--- config.mk ---
export PLATFORM = sky130hd
export DESIGN_NAME = pairwise_key_slot_table
export DESIGN_NICKNAME = d
export VERILOG_FILES = /design/src/rtl/pkst_pkg.sv /design/src/rtl/pkst_cell.sv /design/src/rtl/pairwise_key_slot_table.sv
export VERILOG_INCLUDE_DIRS = /design/src /design/src/rtl
export SDC_FILE = /design/constraint.sdc
export NUM_CORES = 1
export LEC_CHECK = 0
export BUFFER_PORTS_ARGS = -buffer_cell sky130_fd_sc_hd__clkbuf_2
export CAP_MARGIN = 0
export CORE_UTILIZATION = 45
export DETAILED_ROUTE_END_ITERATION = 12
export PLACE_DENSITY_LB_ADDON = 0.25
export SLEW_MARGIN = 20
export SYNTH_ARGS = -nofsm -noshare
export SYNTH_HDL_FRONTEND = slang
export SYNTH_SLANG_ARGS = --single-unit
--- constraint.sdc ---
create_clock -name clk_i -period 4.8 [get_ports clk_i]
set_clock_uncertainty 0.15 [all_clocks]
set_input_delay 0.96 -clock clk_i [delete_from_list [all_inputs] [get_ports clk_i]]
set_output_delay 0.96 -clock clk_i [all_outputs]
set_load 0.05 [all_outputs]
--- src/rtl/pairwise_key_slot_table_defines.svh ---
// assertion macros for the pairwise key slot table
// no dependencies; the macros assume clk_i and rst_ni in the including module
`ifndef PAIRWISE_KEY_SLOT_TABLE_DEFINES_SVH
`define PAIRWISE_KEY_SLOT_TABLE_DEFINES_SVH

`ifndef SYNTHESIS
// property must hold at every clock edge out of reset
`define PKST_ASSERT(lbl, prop, msg) \
  lbl: assert property (@(posedge clk_i) disable iff (!rst_ni) (prop)) else $error(msg);
// condition must never be seen at a clock edge out of reset
`define PKST_NEVER(lbl, cond, msg) \
  lbl: assert property (@(posedge clk_i) disable iff (!rst_ni) !(cond)) else $error(msg);
`else
`define PKST_ASSERT(lbl, prop, msg)
`define PKST_NEVER(lbl, cond, msg)
`endif

`endif

--- src/rtl/pkst_pkg.sv ---
// shared types and constants for the pairwise key slot table
// no dependencies
package pkst_pkg;

  localparam int unsigned DEPTH_DEFAULT = 16;
  localparam int unsigned ID_W          = 8;
  localparam int unsigned SLOT_W        = 8;
  localparam int unsigned CNT_W         = 5;
  // cell positions compared against the count in this width (depth up to 255)
  localparam int unsigned POS_W         = 8;
  localparam int unsigned CFG_IDX_W     = 1;
  localparam int unsigned CFG_DATA_W    = 8;

  localparam logic [CNT_W-1:0]  CAP_RESET  = 5'd16;
  localparam logic [SLOT_W-1:0] BASE_RESET = 8'd0;

  typedef enum logic [1:0] {
    MODE_LOOKUP = 2'd0,
    MODE_DELETE = 2'd1,
    MODE_FLUSH  = 2'd2,
    MODE_RSVD   = 2'd3
  } mode_e;

  typedef enum logic [2:0] {
    STAT_FOUND     = 3'd0,
    STAT_INSERTED  = 3'd1,
    STAT_FULL      = 3'd2,
    STAT_DELETED   = 3'd3,
    STAT_NOT_FOUND = 3'd4,
    STAT_FLUSHED   = 3'd5
  } status_e;

  typedef enum logic [CFG_IDX_W-1:0] {
    CFG_CAPACITY = 1'd0,
    CFG_KEY_BASE = 1'd1
  } cfg_idx_e;

  typedef enum logic [1:0] {
    S_IDLE,
    S_MATCH,
    S_SEARCH,
    S_DONE
  } fsm_e;

  typedef struct packed {
    logic [1:0]      mode;
    logic [ID_W-1:0] dev_idx;
  } in_beat_t;

  typedef struct packed {
    logic [2:0]        status;
    logic [SLOT_W-1:0] key_slot;
    logic [CNT_W-1:0]  entry_count;
  } out_beat_t;

  typedef struct packed {
    logic [ID_W-1:0]   dev;
    logic [SLOT_W-1:0] slot;
  } entry_t;

  typedef struct packed {
    logic write;
    logic shift;
  } cell_ctrl_t;

endpackage

--- src/rtl/pkst_cell.sv ---
// one table cell: holds a device id and key slot, compares and shifts down
// depends on pkst_pkg
module pkst_cell import pkst_pkg::*; (
  input  logic              clk_i,
  input  cell_ctrl_t        ctrl_i,
  input  logic              live_i,
  input  logic [ID_W-1:0]   req_dev_i,
  input  logic [SLOT_W-1:0] cand_i,
  input  entry_t            next_i,
  output entry_t            entry_o,
  output logic              dev_hit_o,
  output logic              slot_hit_o
);

  entry_t entry_q;

  // append writes the request, delete takes the upper neighbour
  always_ff @(posedge clk_i) begin
    if (ctrl_i.write) begin
      entry_q <= '{dev: req_dev_i, slot: cand_i};
    end else if (ctrl_i.shift) begin
      entry_q <= next_i;
    end
  end

  // compares only count while the cell is occupied
  assign dev_hit_o  = live_i && (entry_q.dev == req_dev_i);
  assign slot_hit_o = live_i && (entry_q.slot == cand_i);
  assign entry_o    = entry_q;

endmodule

--- src/rtl/pairwise_key_slot_table.sv ---
// a beat is accepted in idle and matched against the cells; an insert then probes candidate
// slots from the base, stepping over in-use slots, and every result is loaded into the output
// register while the output is not stalled. no new beat is taken until the sequencer is idle.
// reset empties the table and loads capacity 16, base 0; cell contents are not cleared and
// need no clearing pass.
module pairwise_key_slot_table import pkst_pkg::*; #(
  parameter int unsigned TABLE_DEPTH = DEPTH_DEFAULT
) (
  input  logic                  clk_i,
  input  logic                  rst_ni,
  input  logic                  in_valid_i,
  output logic                  in_stall_o,
  input  in_beat_t              in_data_i,
  output logic                  out_valid_o,
  input  logic                  out_stall_i,
  output out_beat_t             out_data_o,
  input  logic                  cfg_we_i,
  input  logic [CFG_IDX_W-1:0]  cfg_index_i,
  input  logic [CFG_DATA_W-1:0] cfg_data_i
);

`include "pairwise_key_slot_table_defines.svh"

  fsm_e              state_q, state_d;
  logic [CNT_W-1:0]  count_q, count_d;
  logic [CNT_W-1:0]  cap_q;
  logic [SLOT_W-1:0] base_q;
  logic [SLOT_W-1:0] cand_q, cand_d;
  in_beat_t          req_q, req_d;
  out_beat_t         res_q, res_d;
  out_beat_t         out_q;
  logic              out_valid_q, out_valid_d;
  logic              load_out;
  logic              ins, del;
  logic              accept_req;

  entry_t                 cell_entry [TABLE_DEPTH];
  cell_ctrl_t             cell_ctrl  [TABLE_DEPTH];
  logic [TABLE_DEPTH-1:0] dev_hit, slot_hit, live, wr_sel;
  logic                   any_hit, in_use, full;
  logic [SLOT_W-1:0]      hit_slot;
  logic [POS_W-1:0]       eff_cap, count_ext;

  // configuration registers
  always_ff @(posedge clk_i or negedge rst_ni) begin
    if (!rst_ni) begin
      cap_q  <= CAP_RESET;
      base_q <= BASE_RESET;
    end else if (cfg_we_i) begin
      case (cfg_index_i)
        CFG_CAPACITY: cap_q  <= cfg_data_i[CNT_W-1:0];
        CFG_KEY_BASE: base_q <= cfg_data_i[SLOT_W-1:0];
        default: ;
      endcase
    end
  end

  // effective capacity and fill
  assign count_ext = {{(POS_W-CNT_W){1'b0}}, count_q};
  assign eff_cap   = ({{(POS_W-CNT_W){1'b0}}, cap_q} > POS_W'(TABLE_DEPTH)) ?
                     POS_W'(TABLE_DEPTH) : {{(POS_W-CNT_W){1'b0}}, cap_q};
  assign full      = (count_ext >= eff_cap);

  // row of cells
  for (genvar g = 0; g < TABLE_DEPTH; g++) begin : g_cell
    entry_t next_entry;
    if (g == TABLE_DEPTH - 1) begin : g_last
      assign next_entry = cell_entry[g];
    end else begin : g_mid
      assign next_entry = cell_entry[g+1];
    end
    assign live[g]           = (count_ext > POS_W'(g));
    assign wr_sel[g]         = (count_ext == POS_W'(g));
    assign cell_ctrl[g].write = ins && wr_sel[g];
    assign cell_ctrl[g].shift = del && (|dev_hit[g:0]);

    pkst_cell u_cell (
      .clk_i      (clk_i),
      .ctrl_i     (cell_ctrl[g]),
      .live_i     (live[g]),
      .req_dev_i  (req_q.dev_idx),
      .cand_i     (cand_q),
      .next_i     (next_entry),
      .entry_o    (cell_entry[g]),
      .dev_hit_o  (dev_hit[g]),
      .slot_hit_o (slot_hit[g])
    );
  end

  // ids are unique among live cells, so the hit slot is a plain or
  always_comb begin
    hit_slot = '0;
    for (int i = 0; i < TABLE_DEPTH; i++) begin
      hit_slot = hit_slot | (cell_entry[i].slot & {SLOT_W{dev_hit[i]}});
    end
  end
  assign any_hit = |dev_hit;
  assign in_use  = |slot_hit;

  // request beat taken for processing
  assign accept_req = (state_q == S_IDLE) && in_valid_i && (in_data_i.mode != MODE_RSVD);

  // sequencer next state
  always_comb begin
    state_d = state_q;
    case (state_q)
      S_IDLE: begin
        if (in_valid_i && (in_data_i.mode != MODE_RSVD)) state_d = S_MATCH;
      end
      S_MATCH: begin
        if ((req_q.mode == MODE_LOOKUP) && !any_hit && !full) state_d = S_SEARCH;
        else state_d = S_DONE;
      end
      S_SEARCH: begin
        if (!in_use) state_d = S_DONE;
      end
      S_DONE: begin
        if (!out_valid_q || !out_stall_i) state_d = S_IDLE;
      end
      default: state_d = S_IDLE;
    endcase
  end

  // sequencer outputs and datapath updates
  always_comb begin
    count_d  = count_q;
    cand_d   = cand_q;
    req_d    = req_q;
    res_d    = res_q;
    ins      = 1'b0;
    del      = 1'b0;
    load_out = 1'b0;
    case (state_q)
      S_IDLE: begin
        if (in_valid_i) req_d = in_data_i;
      end
      S_MATCH: begin
        case (req_q.mode)
          MODE_LOOKUP: begin
            if (any_hit) begin
              res_d = '{status: STAT_FOUND, key_slot: hit_slot, entry_count: count_q};
            end else if (full) begin
              res_d = '{status: STAT_FULL, key_slot: '0, entry_count: count_q};
            end else begin
              cand_d = base_q;
            end
          end
          MODE_DELETE: begin
            if (any_hit) begin
              del     = 1'b1;
              count_d = count_q - 1'b1;
              res_d   = '{status: STAT_DELETED, key_slot: hit_slot, entry_count: count_d};
            end else begin
              res_d = '{status: STAT_NOT_FOUND, key_slot: '0, entry_count: count_q};
            end
          end
          MODE_FLUSH: begin
            count_d = '0;
            res_d   = '{status: STAT_FLUSHED, key_slot: '0, entry_count: '0};
          end
          default: ;
        endcase
      end
      S_SEARCH: begin
        if (in_use) begin
          cand_d = cand_q + 1'b1;
        end else begin
          ins     = 1'b1;
          count_d = count_q + 1'b1;
          res_d   = '{status: STAT_INSERTED, key_slot: cand_q, entry_count: count_d};
        end
      end
      S_DONE: begin
        load_out = !out_valid_q || !out_stall_i;
      end
      default: ;
    endcase
  end

  // output beat register
  assign out_valid_d = load_out || (out_valid_q && out_stall_i);

  // control registers
  always_ff @(posedge clk_i or negedge rst_ni) begin
    if (!rst_ni) begin
      state_q     <= S_IDLE;
      count_q     <= '0;
      out_valid_q <= 1'b0;
    end else begin
      state_q     <= state_d;
      count_q     <= count_d;
      out_valid_q <= out_valid_d;
    end
  end

  // payload registers
  always_ff @(posedge clk_i) begin
    req_q  <= req_d;
    cand_q <= cand_d;
    res_q  <= res_d;
    if (load_out) out_q <= res_q;
  end

  assign in_stall_o  = (state_q != S_IDLE);
  assign out_valid_o = out_valid_q;
  assign out_data_o  = out_q;

  // checks
  `PKST_ASSERT(a_hit_unique, $onehot0(dev_hit), "device id held by more than one entry")
  `PKST_ASSERT(a_search_room, (state_q == S_SEARCH) |-> !full, "slot search with table full")
  `PKST_NEVER(a_wr_shift, ins && del, "append and shift in the same cycle")
  `PKST_ASSERT(a_accept_match, accept_req |=> (state_q == S_MATCH), "accepted beat not matched")

endmodule
==> results.py, run 1 <==
metrics = {
    "yosys": {
        "synth.top_cell.area_share_pct": 49.8,
        "synth_nets": 1429,
        "syn_avg_cell_area_um2": 13.3,
        "synth_common_cells": "306 x edfxtp_1, 213 x xnor2_1, 190 x mux2_2",
        "netlist_instances": 1385,
        "synth_edf_count": 306,
        "synth_seq_cells": 327,
        "synthTopCellsByArea": "edfxtp_1 50%, mux2_2 12%, xnor2_1 10%",
        "synth_top_area_cell": "edfxtp_1",
        "synthArstFlopShare_pct": 6.42,
        "synthesis.area_um2": 18500,
        "yosysMostFrequentCell": "edfxtp_1",
        "ys_types": 64,
        "yosysWarningCount": 0,
        "synth_seq_area_share_pct": 52.6,
        "synth_ff_type": "edfxtp_1",
    },
    "cells_and_area": {
        "drive_above_1_share_pct": 27.7,
        "syn_to_final_growth_pct": 11.7,
        "finalNetCount": 1476,
    },
    "grt": {
        "grt_pass1_wl_mm": 80.9,
        "grt_max_degree": 38,
        "antenna_found_initial": 1,
        "grt_usage_pct": 26.5,
        "grt.overflow.total": 0,
        "grt_pass1_vias": 12000,
    },
    "timing": {
        "hold_viol": 0,
        "max_freq_ghz": 0.223,
        "tightest_slew_ns": 1.10,
        "max_slew_margin_pct": 26.1,
        "setup-violations-final": 0,
        "rsz0062_at_grt": "false",
        "finalCriticalPeriod_ns": 4.48,
        "hold_ws_ns": 0.244,
        "fin_setup_tns_ns": 0,
        "finalCritPeriodShare_pct": 93.3,
        "slew_violations": 0,
    },
    "cts": {
        "root_buffer": "clkbuf_16",
        "holdBufCountCts": 0,
        "cts.clk_slew.worst_paths_ns": 0.06,
        "tritoncts.num_buffers": 38,
        "clock-sinks": 327,
        "cts_tree": "done",
        "cts_setup_buffers": 0,
        "cts_resized": 0,
        "cts_buffer_depth": 3,
        "htreeDepth": 2,
        "clock_latency_ns": 0.57,
    },
    "setup_path": {
        "worst_setup_path_end_kind": "flop",
        "worstPathMaxFanout": 11,
        "path_depth": 10,
        "cp.arrival_ns": 4.55,
        "critPathLaunchType": "flop",
        "r2r_cells": 10,
        "crit_path_top_delay_cell": "a311oi_1",
        "cp.required_ns": 4.87,
        "crit_chain": "ha_1, inv_1, a311oi_1, nor3_1, nor3_1, and3b_1, nand2_1, buf_4, o21ai_0, and3b_1",
        "path_buf_inv": 2,
        "critPathMaxStageDelay_ns": 0.62,
        "path_class": "flop to flop",
        "critical-path-top-delay-family": "simple AND/OR/NAND/NOR gates",
    },
    "routing": {
        "wl_met3_mm": 3.66,
        "top_layer": "met4",
        "first_pass_iters": 5,
        "drt_iter0_drc": 914,
        "via_per_inst": 5.99,
        "drt.antenna.violating_nets": 0,
        "wirelength_mm": 54.1,
        "wl_met1_mm": 23.3,
        "wl_met2_mm": 25.6,
        "drc_errors": 0,
        "vias": 11900,
        "wl_per_cell_um": 27.3,
    },
    "floorplan": {
        "die_area_um2": 41800,
        "die_h_um": 205,
        "die_w_um": 205,
        "row_count": 73,
        "initial_core_util_pct": 46.0,
        "io-pin-count": 42,
        "core-area_um2": 40100,
    },
    "place": {
        "gp_congestion": 1.03,
        "port_buffers": 41,
        "hpwl_mm": 41.0,
    },
    "power_and_ir_drop": {
        "vdd_drop_max_mv": 0.361,
        "power.total_mw": 10.4,
        "p_per_area_nw_per_um2": 503,
        "leakagePower_nw": 6.93,
    },
    "min_path": {
        "hp-class": "input pin to async pin",
    },
    "status": {
        "status": "finished, final reports clean",
    },
    "run": {
        "cap_violations": 0,
    },
}
-- flip-flops by register name (all words and copies together) (netlist names) --
register / flops
req_q: 10
out_data_o: 16
base_q: 8
count_q: 5
res_q: 16
g_cell.u_cell.entry_o: 256
cap_q: 5
cand_q: 8
out_valid_o: 1
state_q: 2
-- routing by layer --
metal  vias up  GRT usage [%]
li1       5319              -
met1      6036           36.5
met2       440           43.0
met3        89           3.80
met4         0           8.72
met5         -              0
-- worst paths after layout --
path	start	end	slack, ns
hold reg to reg	res_q[7]	out_data_o[7]	0.27
min in group clk_i	res_q[7]	out_data_o[7]	0.27
setup / recovery	count_q[0]	cand_q[4]	0.32
max in group asynchronous	rst_ni	cap_q[1]	3.87
setup reg to reg	count_q[0]	cand_q[4]	0.32
hold / removal	rst_ni	base_q[6]	0.24
-- kinds of logic (layout without fill, tap and decap cells) --
| family | after synthesis | in the layout | share of synthesized area, % |
|---|---|---|---|
| other cells | 0 | 1 | 0 |
| flops | 327 | 327 | 52.6 |
| simple gates | 239 | 239 | 8.34 |
| compound gates | 154 | 154 | 5.78 |
| fa+ha+maj | 20 | 20 | 1.36 |
| mux | 256 | 256 | 16.0 |
| buf+inv | 125 | 197 | 3.36 |
| xor+xnor | 264 | 264 | 12.5 |
-- layout by cell type (no fill, tap or decap), types with 18 or more instances in the layout --
cell         n
mux2_4      18
a22oi_1     42
buf_4       68
nor4_1      18
nor3_1      28
xnor2_1    213
nand3_1     18
nand2_1     31
clkbuf_16   39
xor2_1      51
mux2_1      48
dfrtp_1     20
o21ai_0     21
edfxtp_1   306
clkbuf_2    41
ha_1        20
nor2_1      26
mux2_2     190
nand4_1     60
a21oi_1     18
-- report_power, final --
group	switching [mW]	internal [mW]
Clock	1.19	1.69
Sequential	0.343	3.60
Combinational	2.24	1.30
Total	3.78	6.59
-- through the flow --
stage                     cells  utilization (%)  setup slack, ns  cell area, um^2
after floorplan            1385                -            0.154            18500
after detailed placement   1917             48.4            0.386            19400
final                      1983             51.4            0.322            20600
after CTS                  1982             51.4            0.330            20600
after global routing       1982             51.4           0.0757            20600
after global placement     1917             48.4            0.427            19400
-- cell type report --
class                           instances  area [um^2]
Fill cell                            3425        19500
Sequential cell                       327         9720
Multi-Input combinational cell        933         8120
Clock buffer                           52         1040
Timing Repair Buffer                  116          856
Tap cell                              525          657
Clock inverter                         13          161
Inverter                               16         60.1
Antenna cell                            1         2.50
Power figures use the tool's default switching activity.
==> run 2: changes to the inputs <==
Settings changed: SYNTH_HIERARCHICAL from default to 1.
Clock period 4.8 ns to 5.1 ns, I/O delays scaled along.
==> run 2 against run 1 <==
- die area up 3.9%
- utilization down 1.0 points
- sequential share of layout area down 1.3 points
- highest routed layer unchanged
==> results.py, run 2 <==
metrics = {
    "timing": {
        "finalCriticalPeriod_ns": 4.86,
        "hold_viol": 0,
        "layout_setup_ws_ns": 0.242,
        "setup-violations-final": 0,
        "slew_violations": 0,
        "max_freq_ghz": 0.206,
        "tightest_slew_ns": 0.915,
        "max_slew_margin_pct": 39.0,
        "fin_setup_tns_ns": 0,
        "rsz0062_at_grt": "false",
        "finalCritPeriodShare_pct": 95.3,
    },
    "cts": {
        "cts.clk_slew.worst_paths_ns": 0.06,
        "cts_tree": "done",
        "clock_latency_ns": 0.55,
        "cts_setup_buffers": 0,
        "clock-sinks": 327,
        "cts_buffer_depth": 3,
        "holdBufCountCts": 0,
        "cts_resized": 0,
        "root_buffer": "clkbuf_16",
        "htreeDepth": 2,
        "tritoncts.num_buffers": 37,
    },
    "routing": {
        "wl_per_cell_um": 26.7,
        "drt_iter0_drc": 1117,
        "drt.antenna.violating_nets": 0,
        "vias": 12300,
        "drc_errors": 0,
        "via_per_inst": 5.93,
        "wirelength_mm": 55.2,
        "first_pass_iters": 6,
    },
    "place": {
        "dpl_worst_slack_ns": 0.0965,
        "gp_congestion": 1.03,
        "hpwl_mm": 39.7,
        "place_area_um2": 20000,
        "port_buffers": 41,
    },
    "yosys": {
        "synth_seq_cells": 327,
        "synth_nets": 1469,
        "syn_avg_cell_area_um2": 13.5,
        "synthArstFlopShare_pct": 6.42,
        "synth.top_cell.area_share_pct": 47.9,
        "netlist_instances": 1425,
        "ys_types": 56,
        "synthTopCellsByArea": "edfxtp_1 48%, xnor2_1 12%, mux2_4 11%",
        "synth_ff_type": "edfxtp_1",
        "synthesis.area_um2": 19200,
        "synth_seq_area_share_pct": 50.6,
        "synth_edf_count": 306,
        "synth_common_cells": "306 x edfxtp_1, 257 x xnor2_1, 144 x mux2_4",
        "yosysMostFrequentCell": "edfxtp_1",
        "yosysWarningCount": 6,
        "synth_top_area_cell": "edfxtp_1",
    },
    "status": {
        "status": "finished, final reports clean",
    },
    "floorplan": {
        "initial_core_util_pct": 45.6,
        "die_w_um": 209,
        "die_area_um2": 43500,
        "die_h_um": 209,
        "core-area_um2": 42000,
        "row_count": 75,
        "io-pin-count": 42,
    },
    "grt": {
        "antenna_found_initial": 0,
        "grt_max_degree": 38,
        "grt_pass1_vias": 12300,
        "grt.overflow.total": 0,
        "grt_usage_pct": 25.7,
        "grt_pass1_wl_mm": 82.0,
    },
    "power_and_ir_drop": {
        "combPwrFrac_pct": 34.7,
        "pwr-share-seq_pct": 38.0,
        "vdd_drop_max_mv": 0.354,
        "swShare_pct": 35.8,
        "leakagePower_nw": 7.19,
        "p_int_mw": 6.12,
        "p_per_area_nw_per_um2": 450,
        "p_clk_share_pct": 27.3,
        "switchingPower_mw": 3.41,
    },
    "setup_path": {
        "path_class": "flop to flop",
        "worstPathMaxFanout": 17,
        "critPathLaunchType": "flop",
        "worst_setup_path_end_kind": "flop",
        "cp.arrival_ns": 4.90,
        "cp.required_ns": 5.14,
    },
    "cells_and_area": {
        "finalNetCount": 1546,
        "drive_above_1_share_pct": 28.7,
        "syn_to_final_growth_pct": 10.4,
        "final_common_cell": "edfxtp_1",
        "postLayoutCellArea_um2": 21200,
        "layout_common_cells": "306 x edfxtp_1, 257 x xnor2_1, 144 x mux2_4",
        "antenna_cells": 0,
        "final_util_pct": 50.4,
        "largest_reg_flops": 256,
    },
    "min_path": {
        "hp-class": "flop to flop",
    },
    "run": {
        "cap_violations": 0,
    },
}
-- run 2: area by class of cell --
class	instances	area [um^2]
Tap cell	539	674
Timing Repair Buffer	102	751
Multi-Input combinational cell	1012	8790
Clock inverter	18	136
Fill cell	3686	20900
Inverter	22	82.6
Clock buffer	50	1040
Sequential cell	327	9720
-- run 2: logic make-up after synthesis --
| kind of cell | share of synthesized area (%) |
|---|---|
| buffers and inverters | 3.81 |
| multiplexers | 18.8 |
| AO/OA/AOI/OAI | 5.37 |
| adder cells (fa/ha/maj) | 1.30 |
| AND/OR/NAND/NOR | 8.26 |
| flip-flops | 50.6 |
| XOR/XNOR | 11.9 |
-- run 2: power groups by stage --
stage          Combinational [mW]  Sequential, mW  Clock (mW)
3_5_place_dp                 3.28            3.67           0
5_1_grt                      3.54            3.65        2.74
3_3_place_gp                 3.24            3.66           0
2_1_floorplan                1.79            4.07           0
4_1_cts                      3.29            3.62        2.65
6_report                     3.31            3.62        2.60
-- run 2: metal layers --
layer  share of wire (%)  global-route usage, %  vias up
li1                    -                      -     5466
met5                   0                      0        -
met1                  44                   36.1     6273
met3                 7.4                   3.92       78
met2                  46                   40.1      448
met4                 3.1                   9.45        0
-- run 2: worst paths after layout --
kind	depth (start not counted)	from	to	slack, ns
max	12	count_q[1]	g_cell[10].u_cell/entry_o[15]	0.24
min	0	res_q[11]	out_data_o[11]	0.27
max reg2reg	12	count_q[1]	g_cell[10].u_cell/entry_o[15]	0.24
min reg2reg	0	res_q[11]	out_data_o[11]	0.27
max in group asynchronous	1	rst_ni	base_q[5]	4.10
min in group asynchronous	1	rst_ni	base_q[7]	0.31
-- run 2: worst max-delay path, stage by stage (launching register included) --
cell     delay [ns]
dfrtp_1        0.56
inv_1          0.26
ha_1           0.34
o21ai_0        0.27
nand2_1        0.13
nor3_1         0.06
nor4_1         0.70
and4_1         0.35
nand2_1        0.23
or4_1          0.52
nor2_1         0.21
buf_4          0.31
or2_2          0.40
-- run 2: stage by stage --
step / power, mW / std cells / hold WS (ns)
4_1_cts: 9.56 / 2070 / 0.272
5_1_grt: 9.92 / 2070 / 0.280
6_report: 9.52 / 2070 / 0.270
2_1_floorplan: 5.87 / 1425 / 0.250
3_3_place_gp: 6.90 / 2002 / 0.253
3_5_place_dp: 6.95 / 2002 / 0.261
==> run 3: changes to the inputs <==
Settings changed: RECOVER_POWER from default to 100.
==> run 3 against run 2 <==
- largest cell class unchanged
- clock power hardly changed
- critical path type unchanged
- power is 1.3% lower
- design area is 2.8% lower
==> results.py, run 3 (same netlist as run 2, synthesis figures left out) <==
metrics = {
    "cells_and_area": {
        "largest_reg_flops": 256,
        "multi_input_area_um2": 8290,
        "layout_common_cells": "306 x edfxtp_1, 257 x xnor2_1, 125 x mux2_2",
        "instances_no_fill": 2070,
        "syn_to_final_growth_pct": 7.32,
        "fill_cells": 3823,
        "drive_above_1_share_pct": 18.8,
        "final_util_pct": 49.0,
        "final_common_cell": "edfxtp_1",
        "ff_latch_area_um2": 9720,
        "antenna_cells": 0,
        "postLayoutCellArea_um2": 20600,
        "finalNetCount": 1546,
    },
    "timing": {
        "tightest_slew_ns": 1.28,
        "hold_viol": 0,
        "layout_setup_ws_ns": 0.288,
        "finalCritPeriodShare_pct": 94.3,
        "fin_setup_tns_ns": 0,
        "rsz0062_at_grt": "false",
        "finalCriticalPeriod_ns": 4.81,
        "hold_ws_ns": 0.268,
        "max_slew_margin_pct": 14.4,
        "slew_violations": 0,
        "setup-violations-final": 0,
        "max_freq_ghz": 0.208,
    },
    "cts": {
        "htreeDepth": 2,
        "cts_tree": "done",
        "tritoncts.num_buffers": 37,
        "cts.clk_slew.worst_paths_ns": 0.06,
        "clock_latency_ns": 0.56,
        "root_buffer": "clkbuf_16",
        "clock-sinks": 327,
        "cts_buffer_depth": 3,
        "cts_setup_buffers": 0,
    },
    "setup_path": {
        "crit_start": "count_q[1]",
        "cp.required_ns": 5.25,
        "critPathLaunchType": "flop",
        "path_class": "flop to flop",
        "crit_chain": "inv_1, ha_1, o21ai_0, nand2_1, nor3_1, nor4_1, and4_1, and2_0, nand3_1, nor2_1, clkbuf_2, mux2_2",
        "r2r_slack_ns": 0.29,
        "worst_setup_path_end_kind": "flop",
        "crit_path_top_delay_cell": "nor4_1",
        "critPathMaxStageDelay_ns": 0.67,
        "r2r_cells": 12,
        "reg2reg_to": "g_cell[6].u_cell/entry_o[15]",
        "cp.arrival_ns": 4.96,
        "crit_path_end": "g_cell[6].u_cell/entry_o[15]",
        "r2r-start": "count_q[1]",
        "worstPathMaxFanout": 15,
    },
    "place": {
        "gp_congestion": 1.03,
        "place_area_um2": 20000,
        "port_buffers": 41,
        "dpl_worst_slack_ns": 0.0965,
        "hpwl_mm": 39.7,
        "dp.cells": 2002,
    },
    "routing": {
        "drt.antenna.violating_nets": 0,
        "wl_per_cell_um": 26.7,
        "first_pass_iters": 5,
        "wirelength_mm": 55.3,
        "via_per_inst": 5.95,
        "drc_errors": 0,
        "drt_iter0_drc": 1179,
        "vias": 12300,
    },
    "floorplan": {
        "die_h_um": 209,
        "die_w_um": 209,
        "io-pin-count": 42,
        "core-area_um2": 42000,
        "die_area_um2": 43500,
        "initial_core_util_pct": 45.6,
        "row_count": 75,
    },
    "power_and_ir_drop": {
        "p_per_area_nw_per_um2": 456,
        "leakagePower_nw": 6.72,
        "switchingPower_mw": 3.38,
        "combPwrFrac_pct": 33.9,
        "p_clk_share_pct": 27.6,
        "swShare_pct": 35.9,
        "vdd_drop_max_mv": 0.352,
        "p_int_mw": 6.02,
        "pwr-share-seq_pct": 38.5,
        "power.total_mw": 9.40,
    },
    "status": {
        "status": "finished, final reports clean",
    },
    "grt": {
        "grt_usage_pct": 25.7,
        "grt_pass1_wl_mm": 82.0,
        "grt_max_degree": 38,
        "grt.overflow.total": 0,
        "antenna_found_initial": 1,
        "grt_pass1_vias": 12300,
    },
    "run": {
        "cap_violations": 0,
    },
    "min_path": {
        "hp-class": "flop to flop",
    },
}
[run 3: worst min-delay path by stage]
stage	from	end	slack (ns)	cells past startpoint
2_1_floorplan	res_q[0]	out_data_o[0]	0.25	0
3_3_place_gp	res_q[10]	out_data_o[10]	0.25	0
3_5_place_dp	res_q[11]	out_data_o[11]	0.26	0
4_1_cts	res_q[11]	out_data_o[11]	0.27	0
5_1_grt	res_q[4]	out_data_o[4]	0.28	0
6_report	res_q[11]	out_data_o[11]	0.27	0
[run 3: what timing repair did]
action | CTS | global route
resized for setup | 0 | 3
setup endpoints to repair | 0 | 38
hold buffers | 0 | 0
[run 3: area by class of cell]
| class | count | area share (%) |
|---|---|---|
| clock buffers | 50 | 5.04 |
| clock inverters | 18 | 0.662 |
| inverters | 22 | 0.401 |
| multi-input cells | 1012 | 40.3 |
| flip-flops and latches | 327 | 47.2 |
| well taps | 539 | 3.27 |
| repair buffers | 102 | 3.19 |
[run 3: per-layer routing]
| layer | GRT usage, % | up-vias | part of all wire (%) |
|---|---|---|---|
| met5 | 0 | - | 0 |
| met1 | 36.1 | 6246 | 44 |
| met3 | 3.92 | 86 | 7.2 |
| li1 | - | 5488 | - |
| met2 | 40.1 | 489 | 46 |
| met4 | 9.45 | 0 | 3.2 |
[run 3: critical path, delay by kind of cell (launching register included)]
family,cells,cell delay (ns)
fa+ha+maj,1,0.34
compound gates,1,0.28
mux,1,0.38
simple gates,7,2.13
buf+inv,2,0.68
flops,1,0.56
[run 3: power groups by stage]
| stage | Sequential, mW | Combinational (mW) | Clock, mW |
|---|---|---|---|
| 2_1_floorplan | 4.07 | 1.79 | 0 |
| 3_3_place_gp | 3.66 | 3.24 | 0 |
| 3_5_place_dp | 3.67 | 3.28 | 0 |
| 4_1_cts | 3.62 | 3.29 | 2.65 |
| 5_1_grt | 3.65 | 3.42 | 2.74 |
| 6_report | 3.62 | 3.18 | 2.60 |
